===== config.mk =====
export PLATFORM = sky130hd
export DESIGN_NAME = chip8_instruction_execute_flat
export DESIGN_NICKNAME = d
export VERILOG_FILES = /design/src/rtl/c8ie_pkg.sv /design/src/rtl/c8ie_if.sv /design/src/rtl/chip8_instruction_execute.sv /design/src/rtl/c8ie_alu.sv /design/src/rtl/c8ie_stack.sv /design/src/flat_wrapper.sv
export SDC_FILE = /design/constraint.sdc
export NUM_CORES = 1
export LEC_CHECK = 0
export ABC_AREA = 1
export BUFFER_PORTS_ARGS = -buffer_cell sky130_fd_sc_hd__buf_2
export CORE_UTILIZATION = 28
export CTS_CLUSTER_SIZE = 25
export DETAILED_ROUTE_END_ITERATION = 8
export PLACE_DENSITY = 0.45
export REMOVE_ABC_BUFFERS = 1
export SLEW_MARGIN = 0
export SYNTH_ARGS = -nofsm -noshare
export SYNTH_HDL_FRONTEND = slang
export SYNTH_SLANG_ARGS = --single-unit

===== constraint.sdc =====
create_clock -name i_clk -period 4.3 [get_ports i_clk]
set_input_delay 0.215 -clock i_clk [delete_from_list [all_inputs] [get_ports i_clk]]
set_output_delay 0.215 -clock i_clk [all_outputs]
set_load 0.005 [all_outputs]

===== src/rtl/c8ie_pkg.sv =====
// c8ie_pkg: shared types, opcode codes and default sizes for the CHIP-8 execute block.
// No dependencies; compiled first.
package c8ie_pkg;

    // Default sizes handed to the top level parameters
    localparam int STACK_ENTRIES_DEF = 16;
    localparam int ADDR_BITS_DEF     = 12;
    localparam int PC_START          = 'h200;

    // Result status codes
    typedef enum logic [1:0] {
        ST_OK          = 2'd0,
        ST_UNSUPPORTED = 2'd1,
        ST_OVERFLOW    = 2'd2,
        ST_UNDERFLOW   = 2'd3
    } t_status;

    // Opcode groups (instruction bits 15:12)
    localparam logic [3:0] OP_SYS     = 4'h0;
    localparam logic [3:0] OP_JP      = 4'h1;
    localparam logic [3:0] OP_CALL    = 4'h2;
    localparam logic [3:0] OP_SE_IMM  = 4'h3;
    localparam logic [3:0] OP_SNE_IMM = 4'h4;
    localparam logic [3:0] OP_SE_REG  = 4'h5;
    localparam logic [3:0] OP_LD_IMM  = 4'h6;
    localparam logic [3:0] OP_ADD_IMM = 4'h7;
    localparam logic [3:0] OP_ALU     = 4'h8;
    localparam logic [3:0] OP_SNE_REG = 4'h9;
    localparam logic [3:0] OP_LD_I    = 4'hA;
    localparam logic [3:0] OP_JP_V0   = 4'hB;
    localparam logic [3:0] OP_RND     = 4'hC;

    // System call low bytes (with X = 0)
    localparam logic [7:0] SYS_CLS = 8'hE0;
    localparam logic [7:0] SYS_RET = 8'hEE;

    // 8XYN selectors
    localparam logic [3:0] ALU_LD   = 4'h0;
    localparam logic [3:0] ALU_OR   = 4'h1;
    localparam logic [3:0] ALU_AND  = 4'h2;
    localparam logic [3:0] ALU_XOR  = 4'h3;
    localparam logic [3:0] ALU_ADD  = 4'h4;
    localparam logic [3:0] ALU_SUB  = 4'h5;
    localparam logic [3:0] ALU_SHR  = 4'h6;
    localparam logic [3:0] ALU_SUBN = 4'h7;
    localparam logic [3:0] ALU_SHL  = 4'hE;

    localparam logic [3:0] VF_IDX = 4'hF;

    // Register-file effect of one instruction
    typedef struct packed {
        logic       wr_x;    // write VX
        logic [7:0] vx_new;
        logic       wr_f;    // write VF (flag), applied before VX
        logic [7:0] flag;
        logic       skip;    // skip next instruction
    } t_alu_res;

endpackage


===== src/rtl/c8ie_if.sv =====
// c8ie_if: valid/ready channel interfaces for instruction beats and result beats.
// No dependencies.
interface c8ie_in_if;
    logic        valid;
    logic        ready;
    logic [15:0] instruction;
    logic [7:0]  random_byte;

    modport source (output valid, instruction, random_byte, input ready);
    modport sink   (input valid, instruction, random_byte, output ready);
endinterface

interface c8ie_out_if;
    logic        valid;
    logic        ready;
    logic [11:0] next_pc;
    logic [11:0] index_value;
    logic [7:0]  vx_value;
    logic [7:0]  vf_value;
    logic [4:0]  stack_level;
    logic [1:0]  status;

    modport source (output valid, next_pc, index_value, vx_value, vf_value,
                    stack_level, status, input ready);
    modport sink   (input valid, next_pc, index_value, vx_value, vf_value,
                    stack_level, status, output ready);
endinterface


===== src/rtl/chip8_instruction_execute.sv =====
// CHIP-8 execute core: one instruction beat in, one result beat out.
// An accepted instruction beat waits in the input register, then executes into the result
// register, which holds the result until taken and stalls execution while full and not
// drained. Throughput: one instruction per cycle unless results stall; the register file,
// index, PC and stack all update on execute, so dependent instructions may follow directly.
// Reset (i_rst_n low, synchronous): V registers and index cleared, PC = 0x200, stack empty,
// both pipeline registers empty. Stack memory contents are not cleared.
module chip8_instruction_execute
    import c8ie_pkg::*;
#(
    parameter int STACK_ENTRIES = STACK_ENTRIES_DEF,
    parameter int ADDR_BITS     = ADDR_BITS_DEF
) (
    input  logic       i_clk,
    input  logic       i_rst_n,
    c8ie_in_if.sink    i_in,
    c8ie_out_if.source o_out
);

    localparam int CNT_W = $clog2(STACK_ENTRIES + 1);

    // Input register
    logic        r_in_valid;
    logic [15:0] r_instr;
    logic [7:0]  r_rnd;

    // Architectural state
    logic [7:0]           r_v [16];
    logic [11:0]          r_index;
    logic [ADDR_BITS-1:0] r_pc;

    // Result register
    logic        r_out_valid;
    logic [11:0] r_out_pc;
    logic [11:0] r_out_index;
    logic [7:0]  r_out_vx;
    logic [7:0]  r_out_vf;
    logic [4:0]  r_out_level;
    t_status     r_out_status;

    // Execute signals
    logic                 adv;
    logic [3:0]           kind;
    logic [3:0]           x_idx;
    logic [11:0]          nnn;
    logic [ADDR_BITS-1:0] pc_inc;
    logic [ADDR_BITS-1:0] pc_skip;
    logic [ADDR_BITS-1:0] n_pc;
    logic [11:0]          n_index;
    t_status              status;
    logic                 push;
    logic                 pop;
    t_alu_res             alu;
    logic [7:0]           vx_after;
    logic [7:0]           vf_after;
    logic [CNT_W-1:0]     n_level;

    // Stack interface
    logic [ADDR_BITS-1:0] stk_tos;
    logic [CNT_W-1:0]     stk_count;
    logic                 stk_empty;
    logic                 stk_full;

    assign kind  = r_instr[15:12];
    assign x_idx = r_instr[11:8];
    assign nnn   = r_instr[11:0];

    // Handshake: execute when the result register is free or being drained
    assign adv        = r_in_valid && (!r_out_valid || o_out.ready);
    assign i_in.ready = !r_in_valid || adv;

    always_ff @(posedge i_clk) begin
        if (!i_rst_n) begin
            r_in_valid <= 1'b0;
        end else if (i_in.valid && i_in.ready) begin
            r_in_valid <= 1'b1;
        end else if (adv) begin
            r_in_valid <= 1'b0;
        end
    end

    always_ff @(posedge i_clk) begin
        if (i_in.valid && i_in.ready) begin
            r_instr <= i_in.instruction;
            r_rnd   <= i_in.random_byte;
        end
    end

    // Register data path
    c8ie_alu u_alu (
        .i_instr (r_instr),
        .i_rnd   (r_rnd),
        .i_vx    (r_v[x_idx]),
        .i_vy    (r_v[r_instr[7:4]]),
        .o_res   (alu)
    );

    // Return stack
    c8ie_stack #(
        .STACK_ENTRIES (STACK_ENTRIES),
        .ADDR_BITS     (ADDR_BITS),
        .CNT_W         (CNT_W)
    ) u_stack (
        .i_clk       (i_clk),
        .i_rst_n     (i_rst_n),
        .i_push      (push),
        .i_pop       (pop),
        .i_push_addr (pc_inc),
        .o_tos       (stk_tos),
        .o_count     (stk_count),
        .o_empty     (stk_empty),
        .o_full      (stk_full)
    );

    assign pc_inc  = r_pc + ADDR_BITS'(2);
    assign pc_skip = r_pc + ADDR_BITS'(4);

    // Control flow decode
    always_comb begin
        n_pc    = alu.skip ? pc_skip : pc_inc;
        n_index = r_index;
        status  = ST_OK;
        push    = 1'b0;
        pop     = 1'b0;
        unique case (kind) inside
            OP_SYS: begin
                if (x_idx == 4'h0 && r_instr[7:0] == SYS_CLS) begin
                    status = ST_UNSUPPORTED;
                end else if (x_idx == 4'h0 && r_instr[7:0] == SYS_RET) begin
                    if (stk_empty) begin
                        status = ST_UNDERFLOW;
                    end else begin
                        pop  = adv;
                        n_pc = stk_tos;
                    end
                end
            end
            OP_JP: n_pc = ADDR_BITS'(nnn);
            OP_CALL: begin
                if (stk_full) begin
                    status = ST_OVERFLOW;
                end else begin
                    push = adv;
                    n_pc = ADDR_BITS'(nnn);
                end
            end
            OP_SE_IMM, OP_SNE_IMM, OP_SE_REG, OP_SNE_REG,
            OP_LD_IMM, OP_ADD_IMM, OP_ALU, OP_RND: ;
            OP_LD_I:  n_index = nnn;
            OP_JP_V0: n_pc = ADDR_BITS'(nnn) + ADDR_BITS'(r_v[0]);
            default:  status = ST_UNSUPPORTED;
        endcase
    end

    // Values after the write-back; VX is written after VF
    always_comb begin
        vf_after = r_v[VF_IDX];
        if (alu.wr_f) begin
            vf_after = alu.flag;
        end
        if (alu.wr_x && x_idx == VF_IDX) begin
            vf_after = alu.vx_new;
        end
        vx_after = r_v[x_idx];
        if (alu.wr_f && x_idx == VF_IDX) begin
            vx_after = alu.flag;
        end
        if (alu.wr_x) begin
            vx_after = alu.vx_new;
        end
    end

    assign n_level = push ? stk_count + CNT_W'(1) :
                     pop  ? stk_count - CNT_W'(1) : stk_count;

    // Architectural state update
    always_ff @(posedge i_clk) begin
        if (!i_rst_n) begin
            for (int i = 0; i < 16; i++) begin
                r_v[i] <= '0;
            end
            r_index <= '0;
            r_pc    <= ADDR_BITS'(PC_START);
        end else if (adv) begin
            for (int i = 0; i < 16; i++) begin
                if (alu.wr_x && x_idx == 4'(i)) begin
                    r_v[i] <= alu.vx_new;
                end else if (alu.wr_f && i == 15) begin
                    r_v[i] <= alu.flag;
                end
            end
            r_index <= n_index;
            r_pc    <= n_pc;
        end
    end

    // Result register
    always_ff @(posedge i_clk) begin
        if (!i_rst_n) begin
            r_out_valid <= 1'b0;
        end else if (adv) begin
            r_out_valid <= 1'b1;
        end else if (o_out.ready) begin
            r_out_valid <= 1'b0;
        end
    end

    always_ff @(posedge i_clk) begin
        if (adv) begin
            r_out_pc     <= n_pc[11:0];
            r_out_index  <= n_index;
            r_out_vx     <= vx_after;
            r_out_vf     <= vf_after;
            r_out_level  <= 5'(n_level);
            r_out_status <= status;
        end
    end

    assign o_out.valid       = r_out_valid;
    assign o_out.next_pc     = r_out_pc;
    assign o_out.index_value = r_out_index;
    assign o_out.vx_value    = r_out_vx;
    assign o_out.vf_value    = r_out_vf;
    assign o_out.stack_level = r_out_level;
    assign o_out.status      = r_out_status;

    // Stack depth never passes its capacity
    a_stack_bound: assert property (@(posedge i_clk) disable iff (!i_rst_n)
        stk_count <= CNT_W'(STACK_ENTRIES))
        else $error("stack depth beyond capacity");

    // An overflowing call leaves the stack depth alone
    a_overflow_hold: assert property (@(posedge i_clk) disable iff (!i_rst_n)
        adv && status == ST_OVERFLOW |=> $stable(stk_count))
        else $error("stack changed on overflow");

    // A plain jump lands on its target
    a_jump_target: assert property (@(posedge i_clk) disable iff (!i_rst_n)
        adv && kind == OP_JP |=> r_pc == ADDR_BITS'($past(nnn)))
        else $error("jump target mismatch");

    // Underflow is only reported with an empty stack
    a_underflow_empty: assert property (@(posedge i_clk) disable iff (!i_rst_n)
        r_out_valid && r_out_status == ST_UNDERFLOW |-> r_out_level == 5'd0)
        else $error("underflow with nonempty stack");

endmodule


===== src/rtl/c8ie_alu.sv =====
// c8ie_alu: V-register data path: immediates, 8XYN group with flags, RND and skip tests.
// Depends on c8ie_pkg.
module c8ie_alu
    import c8ie_pkg::*;
(
    input  logic [15:0] i_instr,
    input  logic [7:0]  i_rnd,
    input  logic [7:0]  i_vx,
    input  logic [7:0]  i_vy,
    output t_alu_res    o_res
);

    logic [3:0] kind;
    logic [3:0] sel;
    logic [7:0] nn;
    logic [8:0] sum_xy;
    logic [7:0] sub_xy;
    logic [7:0] sub_yx;

    assign kind   = i_instr[15:12];
    assign sel    = i_instr[3:0];
    assign nn     = i_instr[7:0];
    assign sum_xy = {1'b0, i_vx} + {1'b0, i_vy};
    assign sub_xy = i_vx - i_vy;
    assign sub_yx = i_vy - i_vx;

    // Decode and compute
    always_comb begin
        o_res = '0;
        unique case (kind)
            OP_SE_IMM:  o_res.skip = (i_vx == nn);
            OP_SNE_IMM: o_res.skip = (i_vx != nn);
            OP_SE_REG:  o_res.skip = (i_vx == i_vy);
            OP_SNE_REG: o_res.skip = (i_vx != i_vy);
            OP_LD_IMM: begin
                o_res.wr_x   = 1'b1;
                o_res.vx_new = nn;
            end
            OP_ADD_IMM: begin
                o_res.wr_x   = 1'b1;
                o_res.vx_new = i_vx + nn;
            end
            OP_RND: begin
                o_res.wr_x   = 1'b1;
                o_res.vx_new = i_rnd & nn;
            end
            OP_ALU: begin
                unique case (sel)
                    ALU_LD: begin
                        o_res.wr_x   = 1'b1;
                        o_res.vx_new = i_vy;
                    end
                    ALU_OR: begin
                        o_res.wr_x   = 1'b1;
                        o_res.vx_new = i_vx | i_vy;
                    end
                    ALU_AND: begin
                        o_res.wr_x   = 1'b1;
                        o_res.vx_new = i_vx & i_vy;
                    end
                    ALU_XOR: begin
                        o_res.wr_x   = 1'b1;
                        o_res.vx_new = i_vx ^ i_vy;
                    end
                    ALU_ADD: begin
                        o_res.wr_x   = 1'b1;
                        o_res.vx_new = sum_xy[7:0];
                        o_res.wr_f   = 1'b1;
                        o_res.flag   = {7'd0, sum_xy[8]};
                    end
                    ALU_SUB: begin
                        o_res.wr_x   = 1'b1;
                        o_res.vx_new = sub_xy;
                        o_res.wr_f   = 1'b1;
                        o_res.flag   = {7'd0, (i_vx >= i_vy)};
                    end
                    ALU_SHR: begin
                        o_res.wr_x   = 1'b1;
                        o_res.vx_new = {1'b0, i_vx[7:1]};
                        o_res.wr_f   = 1'b1;
                        o_res.flag   = {7'd0, i_vx[0]};
                    end
                    ALU_SUBN: begin
                        o_res.wr_x   = 1'b1;
                        o_res.vx_new = sub_yx;
                        o_res.wr_f   = 1'b1;
                        o_res.flag   = {7'd0, (i_vy >= i_vx)};
                    end
                    ALU_SHL: begin
                        o_res.wr_x   = 1'b1;
                        o_res.vx_new = {i_vx[6:0], 1'b0};
                        o_res.wr_f   = 1'b1;
                        o_res.flag   = {7'd0, i_vx[7]};
                    end
                    default: ;  // undefined selector: no operation
                endcase
            end
            default: ;  // no register-file effect
        endcase
    end

endmodule


===== src/rtl/c8ie_stack.sv =====
// c8ie_stack: return-address stack in a memory with a registered top-of-stack copy.
// Depends on c8ie_pkg for the default sizes.
module c8ie_stack
    import c8ie_pkg::*;
#(
    parameter int STACK_ENTRIES = STACK_ENTRIES_DEF,
    parameter int ADDR_BITS     = ADDR_BITS_DEF,
    parameter int CNT_W         = $clog2(STACK_ENTRIES + 1)
) (
    input  logic                 i_clk,
    input  logic                 i_rst_n,
    input  logic                 i_push,      // only when not full
    input  logic                 i_pop,       // only when not empty
    input  logic [ADDR_BITS-1:0] i_push_addr,
    output logic [ADDR_BITS-1:0] o_tos,
    output logic [CNT_W-1:0]     o_count,
    output logic                 o_empty,
    output logic                 o_full
);

    localparam int IDX_W = $clog2(STACK_ENTRIES);

    logic [ADDR_BITS-1:0] r_mem [STACK_ENTRIES];
    logic [ADDR_BITS-1:0] r_tos;
    logic [CNT_W-1:0]     r_count;
    logic [CNT_W-1:0]     n_count;
    logic [CNT_W-1:0]     rd_cnt;
    logic [IDX_W-1:0]     rd_ptr;

    // Depth counter
    always_comb begin
        n_count = r_count;
        if (i_push) begin
            n_count = r_count + CNT_W'(1);
        end else if (i_pop) begin
            n_count = r_count - CNT_W'(1);
        end
    end

    always_ff @(posedge i_clk) begin
        if (!i_rst_n) begin
            r_count <= '0;
        end else begin
            r_count <= n_count;
        end
    end

    // Read the entry that becomes top of stack after this beat
    assign rd_cnt = r_count - (i_pop ? CNT_W'(2) : CNT_W'(1));
    assign rd_ptr = rd_cnt[IDX_W-1:0];

    // Memory write and registered read; a push makes the written address the new top
    always_ff @(posedge i_clk) begin
        if (i_push) begin
            r_mem[r_count[IDX_W-1:0]] <= i_push_addr;
            r_tos <= i_push_addr;
        end else begin
            r_tos <= r_mem[rd_ptr];
        end
    end

    assign o_tos   = r_tos;
    assign o_count = r_count;
    assign o_empty = (r_count == '0);
    assign o_full  = (r_count == CNT_W'(STACK_ENTRIES));

endmodule


===== src/flat_wrapper.sv =====
// flat-port wrapper written by rule: the top's interface ports become plain ports
module chip8_instruction_execute_flat import c8ie_pkg::*;
#(
    parameter int STACK_ENTRIES = STACK_ENTRIES_DEF,
    parameter int ADDR_BITS     = ADDR_BITS_DEF
)
  (i_clk, i_rst_n, i_in_valid, i_in_instruction, i_in_random_byte, i_in_ready, o_out_valid, o_out_next_pc, o_out_index_value, o_out_vx_value, o_out_vf_value, o_out_stack_level, o_out_status, o_out_ready);
  c8ie_in_if i_in_i ();
  c8ie_out_if o_out_i ();
  input  logic i_clk;
  input  logic i_rst_n;
  input wire logic [$bits(i_in_i.valid)-1:0] i_in_valid;
  input wire logic [$bits(i_in_i.instruction)-1:0] i_in_instruction;
  input wire logic [$bits(i_in_i.random_byte)-1:0] i_in_random_byte;
  output wire logic [$bits(i_in_i.ready)-1:0] i_in_ready;
  output wire logic [$bits(o_out_i.valid)-1:0] o_out_valid;
  output wire logic [$bits(o_out_i.next_pc)-1:0] o_out_next_pc;
  output wire logic [$bits(o_out_i.index_value)-1:0] o_out_index_value;
  output wire logic [$bits(o_out_i.vx_value)-1:0] o_out_vx_value;
  output wire logic [$bits(o_out_i.vf_value)-1:0] o_out_vf_value;
  output wire logic [$bits(o_out_i.stack_level)-1:0] o_out_stack_level;
  output wire logic [$bits(o_out_i.status)-1:0] o_out_status;
  input wire logic [$bits(o_out_i.ready)-1:0] o_out_ready;
  assign i_in_i.valid = i_in_valid;
  assign i_in_i.instruction = i_in_instruction;
  assign i_in_i.random_byte = i_in_random_byte;
  assign i_in_ready = i_in_i.ready;
  assign o_out_valid = o_out_i.valid;
  assign o_out_next_pc = o_out_i.next_pc;
  assign o_out_index_value = o_out_i.index_value;
  assign o_out_vx_value = o_out_i.vx_value;
  assign o_out_vf_value = o_out_i.vf_value;
  assign o_out_stack_level = o_out_i.stack_level;
  assign o_out_status = o_out_i.status;
  assign o_out_i.ready = o_out_ready;
  chip8_instruction_execute #(.STACK_ENTRIES(STACK_ENTRIES), .ADDR_BITS(ADDR_BITS)) u_core (.i_clk(i_clk), .i_rst_n(i_rst_n), .i_in(i_in_i), .o_out(o_out_i));
endmodule

==> impl_metrics.tcl, run 1 <==
set metrics [dict create \
    finalHoldViolCount 0 \
    ys_seq_elements 442 \
    cts-root-buf "clkbuf_16" \
    switching_share_pct 27.9 \
    numPlacedInstances 3473 \
    power.internal_mw 8.09 \
    cts_num_sinks 442 \
    ys_seq_area_share_pct 56.4 \
    die_h_um 286 \
    start_kind "register" \
    cpMaxStageDelayCell "dfxtp_4" \
    rsz0062_at_grt "yes" \
    max-cap-violations 0 \
    drtPass1Iterations 6 \
    synth_edf_count 391 \
    cts_max_level 2 \
    overflow 0 \
    rrSetupSlack_ns 0.23 \
    reg2reg_depth 22 \
    p_switching_mw 3.13 \
    clock_skew_ns 0.0363 \
    p_comb_share_pct 16.1 \
    slew_viol_final 0 \
    avgSynthCellArea_um2 9.77 \
    path_cells "buf_12 > buf_4 > a21oi_1 > o21ai_0 > nand3_1 > nand3_1 > nand2_2 > inv_1 > ha_1 > buf_4 > a21oi_1 > o21ai_4 > nor2_1 > nor2_1 > nor4_1 > buf_4 > nand4_1 > a21oi_2 > nor2_2 > inv_2 > buf_12 > nor2_1" \
    async_reset_ff_share_pct 0 \
    seqPwrFrac_pct 43.9 \
    netlist-cell-type-count 58 \
    place_area_um2 25000 \
    row_count 103 \
    route.detailed.drc 0 \
    timing.fmax_ghz 0.245 \
    setup_ws_ns 0.227 \
    final_cells 3597 \
    finalCriticalPeriod_ns 4.07 \
    hold_path_end "u_core.r_in_valid" \
    power_mw 11.2 \
    clk_transition_reported_paths_ns 0.07 \
    ant_nets 0 \
    r2r-end "u_core.r_v[7][3]" \
    grt_max_degree 75 \
    min_path_cells 3 \
    slowest_delay_ns 0.38 \
    place_congestion 0.906 \
    nFillCells 8048 \
    netlist_instances 2316 \
    cts_tree "built" \
    cts_made_buffers 50 \
    io_buffers 76 \
    crit_path_end_kind "register" \
    power_density_nw_per_um2 414 \
    vias 17800 \
    critPathBufInv 7 \
    synth_area_leader_cell "edfxtp_1" \
    antenna_found_initial 3 \
    drtIter0Drc 1376 \
    final_cell_area_um2 27100 \
    hpwl_um 54400 \
    die_area_um2 82000 \
    hp-start "i_in_valid" \
    final_layout_size_suffix_gt1_share_pct 16.1 \
    drt_wl_total_um 77300 \
    fin_nets 2594 \
    slew_headroom_pct 11.8 \
    crit_family "simple AND/OR/NAND/NOR gates" \
    viasPerCell 4.95 \
    pre_cts_ws_ns 0.0166 \
    setup_viol 0 \
    leakage_nw 10.6 \
    worstMarginPinSlew_ns 1.32 \
    post_drt_wl_per_cell_um 21.5 \
    clk_path_buf_depth 3 \
    crit_arrival_ns 4.41 \
    track_usage_pct 18.6 \
    holdWs_ns 0.0482 \
    ir_worst_vdd_v 0.000312 \
    area_growth_syn_to_layout_pct 19.8 \
    yosys_warnings 0 \
    clkPwrFrac_pct 40.0 \
    synth-main-ff-cell "edfxtp_1" \
    chipWidth_um 286 \
    yosysTopAreaCellShare_pct 51.9 \
    first_global_vias 17400 \
    critical_path_required_ns 4.63 \
    outcome "completed" \
    core_um2 79500 \
    grt_pass1_wl_um 114000 \
    io_pins 77 \
    initial_utilization_pct 28.5 \
    clock_latency_ns 0.63 \
    synth.cell_area_um2 22600 \
    synth.area.top_cells "edfxtp_1 52%, o21ai_0 5.7%, nor2_1 5.3%, nand2_1 5.1%, dfxtp_1 4.5%" \
    path_max_fanout 26 \
    critical_path_class "register to register" \
    min-delay-path-class "input port to register" \
    finalCritPeriodShare_pct 94.7 \
]
-- state kept, by name, indices dropped and copies added (netlist names), 5 cells and up, named ones only --
name                      cells
u_core.u_stack.r_mem        192
u_core.r_v                  128
u_core.r_instr               16
u_core.o_out.index_value     12
u_core.o_out.next_pc         12
u_core.r_index               12
u_core.r_pc                  12
u_core.u_stack.o_tos         12
u_core.o_out.vf_value         8
u_core.o_out.vx_value         8
u_core.r_rnd                  8
u_core.o_out.stack_level      5
u_core.u_stack.o_count        5
-- power by group through the flow --
stage / clock network (mW) / registers [mW] / logic (mW)
final: 4.48 / 4.93 / 1.81
after floorplan: 0 / 5.02 / 0.903
after global placement: 0 / 5.02 / 1.75
after detailed placement: 0 / 5.02 / 1.75
after global routing: 4.75 / 4.94 / 1.98
after CTS: 4.60 / 4.93 / 1.78
-- worst register-to-register path, stage by stage, from the launching register on --
cell and delay [ns]:
dfxtp_4 0.38, buf_12 0.16, buf_4 0.20, a21oi_1 0.14, o21ai_0 0.09, nand3_1 0.11, nand3_1 0.23, nand2_2 0.22
inv_1 0.08, ha_1 0.34, buf_4 0.14, a21oi_1 0.24, o21ai_4 0.11, nor2_1 0.10, nor2_1 0.05, nor4_1 0.26
buf_4 0.17, nand4_1 0.11, a21oi_2 0.23, nor2_2 0.08, inv_2 0.12, buf_12 0.15, nor2_1 0.06
-- cell usage after synthesis, drive strengths merged (3+ instances only) --
| master | n |
|---|---|
| o2111ai | 3 |
| clkbuf | 55 |
| nor3 | 11 |
| o22ai | 7 |
| o221ai | 51 |
| nand3 | 80 |
| o32ai | 26 |
| buf | 61 |
| nand4 | 13 |
| nor4 | 4 |
| fa | 6 |
| a31oi | 20 |
| xnor2 | 3 |
| o211ai | 54 |
| edfxtp | 391 |
| dfxtp | 51 |
| clkinv | 7 |
| mux2i | 27 |
| o21bai | 11 |
| o21ai | 274 |
| a21oi | 145 |
| ha | 56 |
| inv | 249 |
| and2 | 4 |
| nor2 | 346 |
| xor2 | 20 |
| nand2 | 326 |
-- placed cells by master, fill, tap and decap left out, types with 8 or more instances in the layout --
cell / count
buf_12: 19
clkinv_2: 12
o211ai_1: 47
o32ai_1: 25
o21bai_1: 10
o221ai_1: 48
nand3_1: 75
dlygate4sd3_1: 25
inv_2: 16
a31oi_1: 20
edfxtp_1: 391
inv_1: 233
o21ai_1: 13
buf_4: 128
nand4_1: 13
dfxtp_1: 47
nand2_2: 21
xor2_1: 20
clkinv_1: 9
clkbuf_16: 50
mux2i_1: 27
nand2_1: 305
nor2_2: 21
a21oi_1: 143
o21ai_0: 255
clkbuf_1: 12
nor2_1: 319
buf_2: 76
ha_1: 54
nor3_1: 8
-- cells by family after synthesis --
family          count (synthesis)  synth area share (%)
simple gates                  787                  14.8
compound gates                603                  16.0
flops                         442                  56.4
buf+inv                       372                  7.12
fa+ha+maj                      62                  3.63
mux                            27                  1.19
xor+xnor                       23                 0.890
-- worst max path at each step --
| stage | startpoint | endpoint | slack, ns | depth (start not counted) |
|---|---|---|---|---|
| floorplan | u_core.o_out.valid | u_core.u_stack.o_tos[10] | -2.19 | 10 |
| global placement | register | u_core.o_out.vx_value[6] | -0.03 | 27 |
| detailed placement | register | u_core.r_v[6][3] | 0.02 | 20 |
| CTS | register | u_core.o_out.vx_value[6] | 0.01 | 27 |
| global route | register | u_core.o_out.vx_value[6] | -0.03 | 24 |
| finish | register | u_core.r_v[7][3] | 0.23 | 22 |
-- through the flow --
stage               setup TNS, ns  utilization, %
finish                          0            34.1
global route              -0.0444            34.1
CTS                             0            34.0
detailed placement              0            31.5
global placement           -0.149            31.5
floorplan                 -102.37               -
-- per-layer routing --
| metal | vias up | share of wire [%] | global-route usage (%) |
|---|---|---|---|
| met4 | 2 | 3.0 | 6.07 |
| li1 | 8491 | - | - |
| met2 | 504 | 46 | 30.3 |
| met3 | 109 | 4.5 | 2.23 |
| met5 | - | 0.010 | 0 |
| met1 | 8699 | 46 | 25.7 |
-- cell type report --
| type | count | area (µm²) | area share [%] |
|---|---|---|---|
| Antenna cell | 1 | 2.50 | 0.00923 |
| Sequential cell | 442 | 12800 | 47.1 |
| Multi-Input combinational cell | 1502 | 8320 | 30.7 |
| Clock inverter | 30 | 390 | 1.44 |
| Timing Repair Buffer | 252 | 2020 | 7.45 |
| Clock buffer | 64 | 1320 | 4.88 |
| Inverter | 256 | 972 | 3.59 |
| Tap cell | 1050 | 1310 | 4.84 |
-- timing repair --
item	in CTS	in global routing
hold endpoints to repair	33	0
gates resized for setup	1	17
setup endpoints to repair	3	96
pin swaps	0	3
setup buffers	0	4
hold buffers	25	0
No activity file was read; power rests on OpenSTA's default activity.
==> run 2, diff against run 1 <==
- clock period: 4.3 -> 4.71 ns (I/O delays scaled with it)
==> run 2 against run 1 <==
Net effect: first-iteration DRC count up 14%; final cell count down 1.3%; global-route usage down 0.16 points; non-clock buffer count down 44; cell area down 1.7%; clock power down 11%; clock-buffer cell count up 4; critical endpoint is now u_core.r_pc[7]; worst setup slack better by 0.093 ns; clock skew up 0.0053 ns; largest power group unchanged.
==> impl_metrics.tcl, run 2 (synthesis results as in run 1) <==
set metrics [dict create \
    nFillCells 8180 \
    pre_cts_ws_ns 0.248 \
    final_cells 3552 \
    numPlacedInstances 3432 \
    power_mw 10.0 \
    layout_common_cells "391 x edfxtp_1, 317 x nor2_1, 306 x nand2_1" \
    post_drt_wl_per_cell_um 21.5 \
    worstMarginPinSlew_ns 1.22 \
    cts_setup_buffers 0 \
    crit_path_end_kind "register" \
    min-delay-path-class "input port to register" \
    route.detailed.drc 0 \
    die_area_um2 82000 \
    drtPass1Iterations 5 \
    antenna_found_initial 3 \
    rsz0062_at_grt "no" \
    final_cell_area_um2 26700 \
    finalHoldViolCount 0 \
    rrSetupSlack_ns 0.32 \
    area_growth_syn_to_layout_pct 17.8 \
    track_usage_pct 18.5 \
    io_pins 77 \
    clk_path_buf_depth 3 \
    grt_max_degree 69 \
    vias 17600 \
    cts_num_sinks 442 \
    place_congestion 0.933 \
    setup_ws_ns 0.320 \
    finalSetupTns_ns 0 \
    cts_max_level 2 \
    initial_utilization_pct 28.5 \
    core_um2 79500 \
    grt_pass1_wl_um 113000 \
    min_path_cells 3 \
    final_layout_size_suffix_gt1_share_pct 14.2 \
    layout_commonest_cell "edfxtp_1" \
    drtIter0Drc 1563 \
    chipWidth_um 286 \
    path_max_fanout 38 \
    ant_nets 0 \
    overflow 0 \
    finalCriticalPeriod_ns 4.39 \
    largest_reg_flops 192 \
    fin_nets 2551 \
    critical_path_class "register to register" \
    clock_latency_ns 0.63 \
    power_density_nw_per_um2 377 \
    leakage_nw 10.3 \
    antennaDiodeCount 0 \
    place_area_um2 24700 \
    cts_made_buffers 51 \
    post-route-util_pct 33.5 \
    hold_path_end "u_core.r_in_valid" \
    row_count 103 \
    critical_path_required_ns 5.20 \
    viasPerCell 4.96 \
    clock_skew_ns 0.0417 \
    first_global_vias 17200 \
    slew_viol_final 0 \
    slew_headroom_pct 17.8 \
    reg2reg_depth 20 \
    clk_transition_reported_paths_ns 0.06 \
    hpwl_um 54800 \
    hp-start "i_in_valid" \
    timing.fmax_ghz 0.228 \
    start_kind "register" \
    cts-root-buf "clkbuf_16" \
    die_h_um 286 \
    ir_worst_vdd_v 0.000284 \
    holdWs_ns 0.0594 \
    max-cap-violations 0 \
    setup_viol 0 \
    cts_tree "built" \
    drt_wl_total_um 76400 \
    outcome "completed" \
    io_buffers 76 \
    finalCritPeriodShare_pct 93.2 \
    r2r-end "u_core.r_pc[7]" \
    crit_arrival_ns 4.88 \
]
-- run 2: cell count changes in the layout (fill, tap and decap cells not counted), sizes merged --
cell	before	now
diode	1	0
clkinv	23	19
dlygate4sd3	25	26
inv	253	256
bufinv	7	4
buf	227	182
clkbuf	64	68
-- run 2: cell type report --
| type | instances | area [µm²] | share of cell area [%] |
|---|---|---|---|
| Timing Repair Buffer | 208 | 1640 | 6.14 |
| Clock inverter | 26 | 302 | 1.13 |
| Multi-Input combinational cell | 1502 | 8280 | 31.1 |
| Sequential cell | 442 | 12800 | 47.9 |
| Inverter | 256 | 968 | 3.63 |
| Clock buffer | 68 | 1390 | 5.21 |
| Tap cell | 1050 | 1310 | 4.93 |
-- run 2: timing repair --
action,4_1_cts,5_1_grt
gates resized for setup,0,1
hold endpoints to repair,34,0
endpoints found under the setup margin,0,30
hold buffers,26,0
-- run 2: worst max path at each step --
stage / start / end / slack [ns] / cells after the start
finish: register / u_core.r_pc[7] / 0.32 / 20
global route: register / u_core.r_v[7][4] / 0.02 / 18
CTS: register / u_core.r_v[0][4] / 0.22 / 20
detailed placement: register / u_core.r_v[7][4] / 0.25 / 20
global placement: register / u_core.r_pc[8] / 0.33 / 20
floorplan: u_core.o_out.valid / u_core.u_stack.o_tos[10] / -1.78 / 10
-- run 2: worst max-delay path: stages (launching register included) --
cell and delay [ns]:
dfxtp_2 0.48, buf_4 0.39, a21oi_1 0.11, o21ai_0 0.08, o21ai_0 0.12, o221ai_1 0.25, nand2_1 0.16, buf_4 0.22
ha_1 0.31, inv_1 0.11, nand3_1 0.10, nor4_1 0.59, buf_4 0.23, nand2_1 0.06, nand2_2 0.07, nand3_2 0.28
buf_12 0.27, o211ai_2 0.12, nand2_1 0.09, o21bai_1 0.12, inv_1 0.05
-- run 2: per-layer routing --
layer / vias up / track usage, % / routed length, µm
met4: 6 / 7.03 / 2800
met2: 511 / 29.7 / 35000
met1: 8588 / 25.1 / 34900
li1: 8411 / - / -
met5: - / 0 / 39
met3: 118 / 2.75 / 3650
-- run 2: report_power, final --
part           total, mW  internal, mW  switching, mW  leakage [nW]
clock               4.00          2.32           1.68         0.817
combinational       1.52         0.501           1.02          5.35
sequential          4.51          4.42         0.0983          4.17
==> run 3, diff against run 2 <==
- CELL_PAD_IN_SITES_DETAIL_PLACEMENT: not set -> 0
- CELL_PAD_IN_SITES_GLOBAL_PLACEMENT: not set -> 1
- PLACE_DENSITY: 0.45 -> 0.53
- clock period: 4.71 -> 5.1 ns (I/O delays scaled with it)
==> run 3 against run 2 <==
Net effect: flip-flop and latch count unchanged; clock skew up 0.010 ns; highest routed layer is now met4; global-route usage up 0.091 points; critical endpoint is now u_core.r_v[9][3]; die area unchanged; routed wire length up 0.86%; combinational power down 11%.
==> impl_metrics.tcl, run 3 (synthesis results as in run 1) <==
set metrics [dict create \
    numPlacedInstances 3400 \
    initial_utilization_pct 28.5 \
    ir_worst_vdd_v 0.000259 \
    chipWidth_um 286 \
    track_usage_pct 18.6 \
    r2r-end "u_core.r_v[9][3]" \
    layout_commonest_cell "edfxtp_1" \
    reg2reg_depth 20 \
    die_h_um 286 \
    fin_nets 2520 \
    critical_path_required_ns 5.43 \
    finalSetupTns_ns 0 \
    finalCritPeriodShare_pct 95.3 \
    ant_nets 0 \
    grt_pass1_wl_um 113000 \
    clock_skew_ns 0.0521 \
    finalCriticalPeriod_ns 4.86 \
    final_layout_size_suffix_gt1_share_pct 13.4 \
    cts_max_level 2 \
    crit_path_end_kind "register" \
    io_pins 77 \
    core_um2 79500 \
    slew_viol_final 0 \
    cts-root-buf "clkbuf_16" \
    die_area_um2 82000 \
    hpwl_um 54900 \
    timing.fmax_ghz 0.206 \
    leakage_nw 10.2 \
    nFillCells 8126 \
    clk_path_buf_depth 3 \
    drtIter0Drc 1372 \
    route.detailed.drc 0 \
    rrSetupSlack_ns 0.24 \
    cts_tree "built" \
    slew_headroom_pct 20.8 \
    layout_common_cells "391 x edfxtp_1, 316 x nor2_1, 306 x nand2_1" \
    cts_num_sinks 442 \
    drt_wl_total_um 77000 \
    place_congestion 0.893 \
    endpoint "u_core.r_v[9][3]" \
    overflow 0 \
    grt_max_degree 97 \
    place_area_um2 24400 \
    io_buffers 76 \
    area_growth_syn_to_layout_pct 16.8 \
    antenna_found_initial 2 \
    clk_transition_reported_paths_ns 0.06 \
    worstMarginPinSlew_ns 1.19 \
    critical_path_class "register to register" \
    rsz0062_at_grt "no" \
    row_count 103 \
    setup_viol 0 \
    crit_arrival_ns 5.19 \
    power_density_nw_per_um2 352 \
    min-delay-path-class "input port to register" \
    antennaDiodeCount 0 \
    finalHoldViolCount 0 \
    outcome "completed" \
    viasPerCell 4.95 \
    post_drt_wl_per_cell_um 21.9 \
    clock_latency_ns 0.64 \
    largest_reg_flops 192 \
    final_cells 3521 \
    cts_made_buffers 50 \
    start_kind "register" \
    final_cell_area_um2 26400 \
    max-cap-violations 0 \
    vias 17400 \
    first_global_vias 16700 \
    path_max_fanout 29 \
    drtPass1Iterations 5 \
]
-- run 3: cell count changes in the layout (fill, tap and decap cells not counted), moves of 2 or more --
cell        previous run  this run
inv_8                  3         0
inv_6                  0         2
clkbuf_1              12         8
buf_4                 90        65
buf_12                16         9
clkbuf_8               5         3
clkinv_4               0         2
clkinv_2               7        13
clkinvlp_4             3         1
bufinv_16              4         6
-- run 3: critical path, cell delays in order, from the launching register on --
cell      delay (ns)
dfxtp_4         0.60
buf_12          0.21
a21oi_1         0.07
o21ai_0         0.07
nand2_1         0.08
o221ai_1        0.44
nand2_1         0.36
inv_1           0.21
ha_1            0.28
nor2_1          0.22
nand2_1         0.08
nand3_1         0.10
inv_1           0.09
nand3_1         0.10
o221ai_1        0.12
nor4_1          0.40
nand4_1         0.31
a21oi_2         0.33
nor2_2          0.13
inv_2           0.29
nor2_1          0.07
-- run 3: power breakdown --
group	internal [mW]	switching [mW]
registers	4.08	0.0927
clock network	2.23	1.56
logic	0.419	0.936
total	6.73	2.59
-- run 3: how the worst min path moves through the flow --
stage / start / to / slack [ns] / cells after the start
after detailed placement: i_in_instruction[0] / u_core.r_instr[0] / 0.43 / 1
final: i_rst_n / u_core.u_stack.o_count[3] / 0.30 / 3
after global placement: i_in_random_byte[7] / u_core.r_rnd[7] / 0.43 / 1
after CTS: i_rst_n / u_core.u_stack.o_count[3] / 0.30 / 3
after global routing: i_rst_n / u_core.u_stack.o_count[4] / 0.32 / 3
after floorplan: i_in_instruction[0] / u_core.r_instr[0] / 0.35 / 0
-- run 3: per-layer routing --
layer  vias to the layer above  global-route usage (%)  wire [µm]
met5                         -                       0          0
met4                         0                    4.41       1640
met3                        78                    2.35       3540
met2                       453                    28.6      33800
met1                      8558                    27.5      38000
li1                       8330                       -          -
-- run 3: layout make-up --
class / instances / area, µm² / share of cell area (%)
multi-input combinational: 1502 / 8280 / 31.3
inverter: 256 / 967 / 3.66
clock buffer: 63 / 1370 / 5.19
timing repair buffer: 178 / 1350 / 5.09
clock inverter: 30 / 375 / 1.42
tap: 1050 / 1310 / 4.97
sequential: 442 / 12800 / 48.3
-- run 3: through the flow --
step                      util (%)  power [mW]  setup slack [ns]  hold WS (ns)
after global placement        30.7        5.58             0.309         0.432
after CTS                     33.2        9.41             0.340         0.300
final                         33.2        9.32             0.242         0.301
after floorplan                  -        5.00             -1.39         0.354
after global routing          33.2        9.69            0.0651         0.320
after detailed placement      30.7        5.57             0.363         0.433
-- run 3: what timing repair did --
action                                  in CTS  in global routing
endpoints found under the setup margin       0                 11
gates resized for setup                      0                  1
hold endpoints to repair                    34                  0
buffers inserted                             0                  1
hold buffers                                27                  0
